[config.mk]
export PLATFORM = sky130hd
export DESIGN_NAME = olv_cell
export DESIGN_NICKNAME = d
export VERILOG_FILES = /design/src/rtl/olv_pkg.sv /design/src/rtl/olv_cell.sv
export SDC_FILE = /design/constraint.sdc
export NUM_CORES = 1
export LEC_CHECK = 0
export ABC_AREA = 1
export BUFFER_PORTS_ARGS = -buffer_cell sky130_fd_sc_hd__buf_2
export CORE_MARGIN = 2
export CORE_UTILIZATION = 50
export DETAILED_ROUTE_END_ITERATION = 8
export PLACE_DENSITY = 0.88
export SLEW_MARGIN = 20
export SYNTH_ARGS = -nofsm -noshare
export SYNTH_HDL_FRONTEND = slang
export SYNTH_SLANG_ARGS = --single-unit
[constraint.sdc]
create_clock -name clk_i -period 2.6 [get_ports clk_i]
set_input_delay 0.39 -clock clk_i [delete_from_list [all_inputs] [get_ports clk_i]]
set_output_delay 0.39 -clock clk_i [all_outputs]
set_load 0.02 [all_outputs]
[src/rtl/olv_pkg.sv]
// Shared types, request and status codes, and the float compare for the ordered value list.
package olv_pkg;

  localparam int VAL_W  = 64;
  localparam int POS_W  = 7;
  localparam int GRP    = 8;

  // request codes
  localparam logic [1:0] REQ_APPEND = 2'd0;
  localparam logic [1:0] REQ_DELETE = 2'd1;
  localparam logic [1:0] REQ_SEARCH = 2'd2;

  // result status codes
  localparam logic [1:0] ST_DONE      = 2'd0;
  localparam logic [1:0] ST_NOT_FOUND = 2'd1;
  localparam logic [1:0] ST_FULL      = 2'd2;

  localparam logic [POS_W-1:0] POS_NONE = '1;

  localparam logic [VAL_W-1:0] EXP_MASK  = 64'h7FF0_0000_0000_0000;
  localparam logic [VAL_W-1:0] MANT_MASK = 64'h000F_FFFF_FFFF_FFFF;
  localparam logic [VAL_W-1:0] MAG_MASK  = 64'h7FFF_FFFF_FFFF_FFFF;

  // command broadcast along the row of cells
  typedef struct packed {
    logic             load;
    logic             shift;
    logic             cmp;
    logic [VAL_W-1:0] value;
  } cell_ctrl_t;

  function automatic logic is_nan(input logic [VAL_W-1:0] v);
    return ((v & EXP_MASK) == EXP_MASK) && ((v & MANT_MASK) != '0);
  endfunction

  // floating-point equality: signed zeros match, NaN never does
  function automatic logic fp_equal(input logic [VAL_W-1:0] a, input logic [VAL_W-1:0] b);
    logic eq;
    if (is_nan(a) || is_nan(b)) begin
      eq = 1'b0;
    end else if (((a & MAG_MASK) == '0) && ((b & MAG_MASK) == '0)) begin
      eq = 1'b1;
    end else begin
      eq = (a == b);
    end
    return eq;
  endfunction

endpackage

[src/rtl/olv_cell.sv]
// One list cell: holds an entry, loads on append, takes its neighbour on delete, compares on request.
module olv_cell #(
  parameter int IDX   = 0,
  parameter int CNT_W = 7,
  parameter int IDX_W = 6
) (
  input  logic                       clk_i,
  input  logic                       rst_ni,
  input  olv_pkg::cell_ctrl_t        ctrl_i,
  input  logic [CNT_W-1:0]           count_i,
  input  logic [IDX_W-1:0]           del_idx_i,
  input  logic [olv_pkg::VAL_W-1:0]  next_entry_i,
  output logic [olv_pkg::VAL_W-1:0]  entry_o,
  output logic                       match_o
);
  import olv_pkg::*;

  logic [VAL_W-1:0] entry_q;
  logic             match_q;
  logic             in_list;
  logic             at_tail;
  logic             from_del;

  // place of this cell relative to the list
  assign in_list  = CNT_W'(IDX) < count_i;
  assign at_tail  = CNT_W'(IDX) == count_i;
  assign from_del = IDX_W'(IDX) >= del_idx_i;

  // load at the tail, or close the gap by taking the neighbour
  always_ff @(posedge clk_i) begin
    if (ctrl_i.load && at_tail) begin
      entry_q <= ctrl_i.value;
    end else if (ctrl_i.shift && from_del) begin
      entry_q <= next_entry_i;
    end
  end

  // hold the compare result until the next search or delete request
  always_ff @(posedge clk_i or negedge rst_ni) begin
    if (!rst_ni) begin
      match_q <= 1'b0;
    end else if (ctrl_i.cmp) begin
      match_q <= in_list && fp_equal(entry_q, ctrl_i.value);
    end
  end

  assign entry_o = entry_q;
  assign match_o = match_q;

endmodule

==> metrics.md, run 1 <==
| Metric | Value |
|---|---|
| Status | `finished clean` |
| Worst clock skew | `about 4.9 ps` |
| Grt total ovfl | `0` |
| Top cells by area, synth | `edfxtp_1 41%, nand2_1 22%, inv_1 9.0%, nor2_1 7.9%, o21ai_2 6.5%` |
| Number of synthesized flops with an enable pin | `64` |
| # diodes | `0` |
| GP Congestion | `0.8456` |
| Slew margin rel. | `0.4826` |
| Clock Latency Late Sink | `340 ps` |
| CP Capture Type | `flip-flop` |
| Kind of critical path | `in2reg` |
| Worst Path Arrival | `about 1700 ps` |
| RSZ-0062 raised after global routing | `false` |
| TritonCTS clock tree | `done` |
| Post-Syn Nets | `840` |
| Max-cap viol count | `0` |
| CTS Buf Count | `9` |
| Wire per inst | `roughly 13 µm` |
| CP max stage delay | `roughly 350 ps` |
| Vias in the first global route | `around 4,800` |
| Top-count cell post-synth | `nand2_1` |
| Die width | `between 100 and 150 µm` |
| Die H | `approximately 100 µm` |
| Initial antenna violation count | `0` |
| Drt first pass iters | `5` |
| PD cells | `~380 nW/µm²` |
| Fin area | `between 5000 and 6000 µm²` |
| Dpl cell area | `~5800 µm²` |
| H-tree depth | `3` |
| Share of layout cells above drive strength 1 | `0.2898` |
| Initial Utilization | `0.5147` |
| Final-stage net count | `~1,100` |
| Mean post-synth cell area | `between 6 and 7 µm²` |
| Largest area contributor in the netlist | `edfxtp_1` |
| Clk slew on worst S/H paths | `~70 ps` |
| # DRC | `0` |
| Distinct cells, synth | `19` |
| Post-Route Setup TNS | `0 ps` |
| PnR worst setup slack | `roughly 970 ps` |
| Sequential element share of the synthesized area | `0.4113` |
| F_max | `0.6141 GHz` |
| Hpwl dp | `about 11,000 µm` |
| Root Buffer | `clkbuf_8` |
| Area of the mapped netlist | `~4700 µm²` |
| Placeable Area | `slightly above 9000 µm²` |
| Fraction of registers with async set/reset | `0.01538` |
| CP required | `between 2000 and 3000 ps` |
| Final period utilization | `0.6263` |
| Cell types with the highest counts after synthesis | `280 x nand2_1, 113 x inv_1, 100 x nor2_1` |
| Synthesized flop and latch total | `65` |
| Post-layout util | `0.6513` |
| Post-CTS resize count | `0` |
| Clock Tree Buf Depth | `2` |
| Area growth syn-to-layout | `26.54%` |
| Peak supply drop | `about 0.18 mV` |
| Worst-Margin Slew | `slightly below 800 ps` |
| Via count | `a little over 5,000` |
| Crit-path slowest cell | `buf_4` |
| Largest net degree at the start of global routing | `65` |
| CP startpoint kind | `input port` |
| Cell Chain, Critical Path | `buf_2 -> nor4_1 -> and2_1 -> nand2_4 -> buf_4 -> nand2_1 -> o21ai_2` |
| Leakage | `about 3.3 nW` |
| Vias per cell | `4.986` |
| Min cycle time layout | `roughly 1600 ps` |
| Final Hold Viols | `0` |
| Pre-CTS setup slack | `around 630 ps` |
| Die area | `roughly 10,000 µm²` |
| Final max-slew violation count | `0` |
| Warnings from Yosys | `0` |
| Main synth FF type | `edfxtp_1` |
| Num rows | `35` |
| Top-area cell type share of the netlist area | `0.4060` |
| Final setup viols | `0` |
| First-pass GRT wire length | `21,420 µm` |
| Post-DRT Antenna Nets | `0` |
| Crit path max-delay family | `simple AND/OR/NAND/NOR gates` |
| Final WL | `~14,000 µm` |
| Global-route usage over all layers | `0.2639` |
| Buf/Inv on CP | `2` |
| CTS Sinks | `65` |
| Worst min path class | `in2reg` |
| 1st-iter DRT viols | `~250` |
| Crit Path Max Fanout | `64` |
| Syn Inst Count | `between 600 and 700` |
| Top Ports | `around 210` |
| Fillcell total | `roughly 840` |
| # port buffers | `between 200 and 250` |
-- final timing paths --
kind                             startpoint          end  slack [ps]  cells past startpoint
min                        next_entry_i[57]  entry_o[57]         310                      3
max reg2reg                     entry_o[33]      match_o        1120                     11
min in group asynchronous            rst_ni      match_o         400                      2
max in group asynchronous            rst_ni      match_o        2110                      2
max                              count_i[3]  entry_o[28]         970                      7
min reg2reg                         match_o      match_o         480                      2
-- timing repair --
action,4_1_cts,5_1_grt
setup buffers,0,0
hold endpoints to repair,1,0
hold buffers,1,0
-- cell usage in the layout (no fill, tap or decap) --
master	synthesis	final
nand4_1	10	10
dlygate4sd3_1	0	1
inv_1	113	113
nand2_2	1	1
clkinv_2	0	2
nand2_4	0	1
xor2_1	10	10
nand2_1	280	279
nand3_1	32	32
o21ai_2	35	35
clkbuf_1	2	1
buf_2	2	210
o21ai_1	20	20
dfrtp_1	1	1
and2_1	2	2
nor3_1	7	7
edfxtp_1	64	64
or2_2	1	1
a21oi_1	1	1
clkinv_1	0	4
nor4_1	2	2
buf_4	0	5
nor2_1	100	100
clkbuf_8	0	9
-- kinds of logic (layout without fill, tap and decap cells) --
| kind of cell | after synthesis | count (layout) | share of synthesized area |
|---|---|---|---|
| compound gates | 56 | 56 | 0.08697 |
| xor+xnor | 10 | 10 | 0.01850 |
| buf+inv | 128 | 345 | 0.1195 |
| flops | 65 | 65 | 0.4113 |
| simple gates | 435 | 435 | 0.3637 |
-- routing by layer --
layer  global-route usage  routed length, µm  vias up
li1                     -                  -     2578
met1               0.3241               5450     2256
met2               0.4631               6581      233
met3              0.05383               1258       29
met4              0.08836                259        0
met5                    0                  0        -
-- per-stage QoR --
step	cells	total power (W)	hold WS (ps)
6_report	1022	0.002256	313.0
5_1_grt	1022	0.002354	322.4
4_1_cts	1022	0.002268	305.1
3_5_place_dp	1005	0.001549	172.8
3_3_place_gp	1005	0.001540	170.7
2_1_floorplan	694	0.001373	94.41
-- worst register-to-register path, stage by stage (launching register included) --
cell and delay, ps:
edfxtp_1 460, nor2_1 120, nand3_1 90, nor2_1 190
nand2_1 80, nor2_1 120, nand2_1 80, nand2_1 50
nand2_1 40, nor2_1 80, nand2_1 60, nand2_1 50
-- state kept, by name, indices dropped and copies added (netlist names) --
register / flops
entry_o: 64
match_o: 1
-- final cells by class --
cell class	instances	area (µm²)	share of cell area
clock buffers	10	127.6	0.02131
clock inverters	6	25.02	0.004178
inverters	113	424.2	0.07082
multi-input cells	501	2228	0.3721
flip-flops and latches	65	1947	0.3250
well taps	111	138.9	0.02319
repair buffers	216	1099	0.1834
-- power breakdown --
group,total (W),internal [W],switching [W]
sequential,0.00117,0.00116,0.00000967
clock,0.000725,0.000330,0.000395
combinational,0.000359,0.000158,0.000200
total,0.00226,0.00165,0.000605
Power figures use the tool's default switching activity.
==> run 2, diff against run 1 <==
- CORE_UTILIZATION: 50 -> 48
- PLACE_DENSITY: 0.88 -> 0.85
- clock period: 2.6 -> 1.6 ns (I/O delays scaled with it)
==> run 2 against run 1 <==
Die area grew 4.0%. Highest routed layer unchanged. Largest cell class unchanged. Via count shrank 1.6%. Critical path depth grew 5. Worst setup slack lost 850 ps. Count of clock-buffer cells in the layout grew 2. Clock skew grew 6.2 ps. Routed wire length shrank 4.7%. First-iteration DRC count shrank 1.2%. Final cell count grew 4.1%.
==> metrics.md, run 2 (synthesis results as in run 1) <==
| Metric | Value |
|---|---|
| Vias per cell | `4.713 (-5.5%)` |
| CP required | `1860 ps (-810 ps)` |
| Logic pwr share | `0.154 (-0.005)` |
| Power share of the clock group | `0.345 (+0.023)` |
| CP startpoint kind | `flip-flop` |
| Largest net degree at the start of global routing | `35 (-46%)` |
| Area growth syn-to-layout | `32.88%` |
| Most frequent cells in the layout | `279 x nand2_1, 210 x buf_2, 113 x inv_1, 97 x nor2_1, 64 x edfxtp_1` |
| Status | `finished clean` |
| F_max | `between 0.6 and 0.7 GHz` |
| Die H | `103.3 µm (+2.0%)` |
| Final setup viols | `0 (unchanged)` |
| CTS Buf Count | `9 (unchanged)` |
| Final max-slew violation count | `0 (unchanged)` |
| Final period utilization | `0.9236` |
| Worst Path Arrival | `1740 ps (+40 ps)` |
| Worst min path class | `in2reg` |
| Clock Latency Late Sink | `330 ps (about the same)` |
| Initial Utilization | `0.4888 (-0.02593)` |
| Leakage | `3.440 nW (+4.3%)` |
| Total power | `0.003806 W (+69%)` |
| Worst clock skew | `11.12 ps (+6.190 ps)` |
| # port buffers | `210 (unchanged)` |
| H-tree depth | `3 (unchanged)` |
| Kind of critical path | `reg2reg` |
| Share of layout cells above drive strength 1 | `0.3093 (+0.01955)` |
| Max reg flops | `64 (unchanged)` |
| Flop pwr share | `0.500 (-0.019)` |
| Pre-CTS setup slack | `-38.76 ps (-664.0 ps)` |
| Num rows | `36 (+2.9%)` |
| Peak supply drop | `0.4436 mV (+150%)` |
| P_sw | `0.0009404 W (+55%)` |
| Slew margin rel. | `0.8134 (+0.3308)` |
| Hpwl dp | `10,550 µm (-2.2%)` |
| Initial antenna violation count | `0 (unchanged)` |
| Crit Path Max Fanout | `3 (-95%)` |
| Via count | `5,015 (-1.6%)` |
| Die area | `10,670 µm² (+4.0%)` |
| Top Ports | `211 (unchanged)` |
| Grt total ovfl | `0 (unchanged)` |
| Most common cell after layout, fill and taps aside | `nand2_1` |
| Drt first pass iters | `5 (unchanged)` |
| CP Capture Type | `flip-flop` |
| Placeable Area | `9684 µm² (+5.3%)` |
| Global-route usage over all layers | `0.2400 (-0.02386)` |
| Root Buffer | `clkbuf_8` |
| Worst-Margin Slew | `280.0 ps (-496.1 ps)` |
| Hold slack | `181.2 ps (-131.8 ps)` |
| PnR worst setup slack | `122.2 ps (-849.4 ps)` |
| First-pass GRT wire length | `19,710 µm (-8.0%)` |
| 1st-iter DRT viols | `251 (-1.2%)` |
| Die width | `103.3 µm (+2.0%)` |
| Internal | `0.002865 W (+74%)` |
| Min cycle time layout | `1478 ps` |
| Clock Tree Buf Depth | `2 (unchanged)` |
| RSZ-0062 raised after global routing | `false` |
| Fillcell total | `864 (+3.0%)` |
| GP Congestion | `0.8750 (+3.5%)` |
| Sw Share | `0.2471 (-0.02120)` |
| Final Hold Viols | `0 (unchanged)` |
| # DRC | `0 (unchanged)` |
| Clk slew on worst S/H paths | `70 ps (about the same)` |
| CTS Sinks | `65 (unchanged)` |
| TritonCTS clock tree | `done` |
| Final WL | `12,910 µm (-4.7%)` |
| # diodes | `0 (unchanged)` |
| Vias in the first global route | `4,391 (-9.1%)` |
| Final-stage net count | `1,072 (+1.9%)` |
| Wire per inst | `12.13 µm (-8.5%)` |
| Max-cap viol count | `0 (unchanged)` |
| Post-DRT Antenna Nets | `0 (unchanged)` |
| PD cells | `605.1 nW/µm² (+61%)` |
run 2: worst max-delay path, cell delays in order, from the launching register on:
cell	delay [ps]
edfxtp_1	410
buf_4	170
nand2_1	60
nand2_1	40
nor2_1	100
nand2_1	70
nor2_1	200
nand2_1	80
nor2_1	80
nand2_1	60
nand2_1	50
nand2_1	50
nand2_1	50
run 2: power groups by stage:
stage	Clock, W	Sequential [W]	Combinational [W]
after floorplan	0	0.00196	0.000272
after global placement	0	0.00194	0.000569
after detailed placement	0	0.00194	0.000581
after CTS	0.00134	0.00190	0.000586
after global routing	0.00143	0.00190	0.000664
final	0.00131	0.00190	0.000587
run 2: worst paths after layout:
path                            depth (start not counted)     endpoint              from  slack [ps]
worst min register to register                          2      match_o           match_o         500
worst max register to register                         12      match_o       entry_o[39]         120
worst max-delay path                                   12      match_o       entry_o[39]         120
worst min-delay path                                    3  entry_o[58]  next_entry_i[58]         180
max in group asynchronous                               2      match_o            rst_ni        1270
min in group asynchronous                               2      match_o            rst_ni         250
run 2: repair_timing:
item,CTS,global route
setup buffers,0,6
hold buffers,1,0
resized for setup,0,3
hold endpoints to repair,1,0
setup endpoints to repair,0,1
run 2: per-stage QoR:
stage | cell area, µm² | TNS [ps] | instances | util
3_5_place_dp | 6048 | -212.1 | 1041 | 0.6245
3_3_place_gp | 6048 | 0 | 1041 | 0.6245
4_1_cts | 6237 | 0 | 1058 | 0.6441
5_1_grt | 6290 | 0 | 1064 | 0.6495
2_1_floorplan | 4753 | -550.0 | 694 | -
6_report | 6290 | 0 | 1064 | 0.6495
run 2: final cells by class:
class | instances | area, µm² | area share
multi-input combinational | 501 | 2250 | 0.3577
sequential | 65 | 1947 | 0.3095
timing repair buffer | 236 | 1324 | 0.2105
inverter | 113 | 424.2 | 0.06744
tap | 133 | 166.4 | 0.02646
clock buffer | 12 | 135.1 | 0.02148
clock inverter | 4 | 43.79 | 0.006962
run 2: routing by layer:
metal / global-route usage / share of wire / vias to the layer above
li1: - / - / 2619
met1: 0.3163 / 0.42 / 2152
met2: 0.3996 / 0.47 / 222
met3: 0.04772 / 0.088 / 22
met4: 0.07692 / 0.017 / 0
met5: 0 / 0 / -
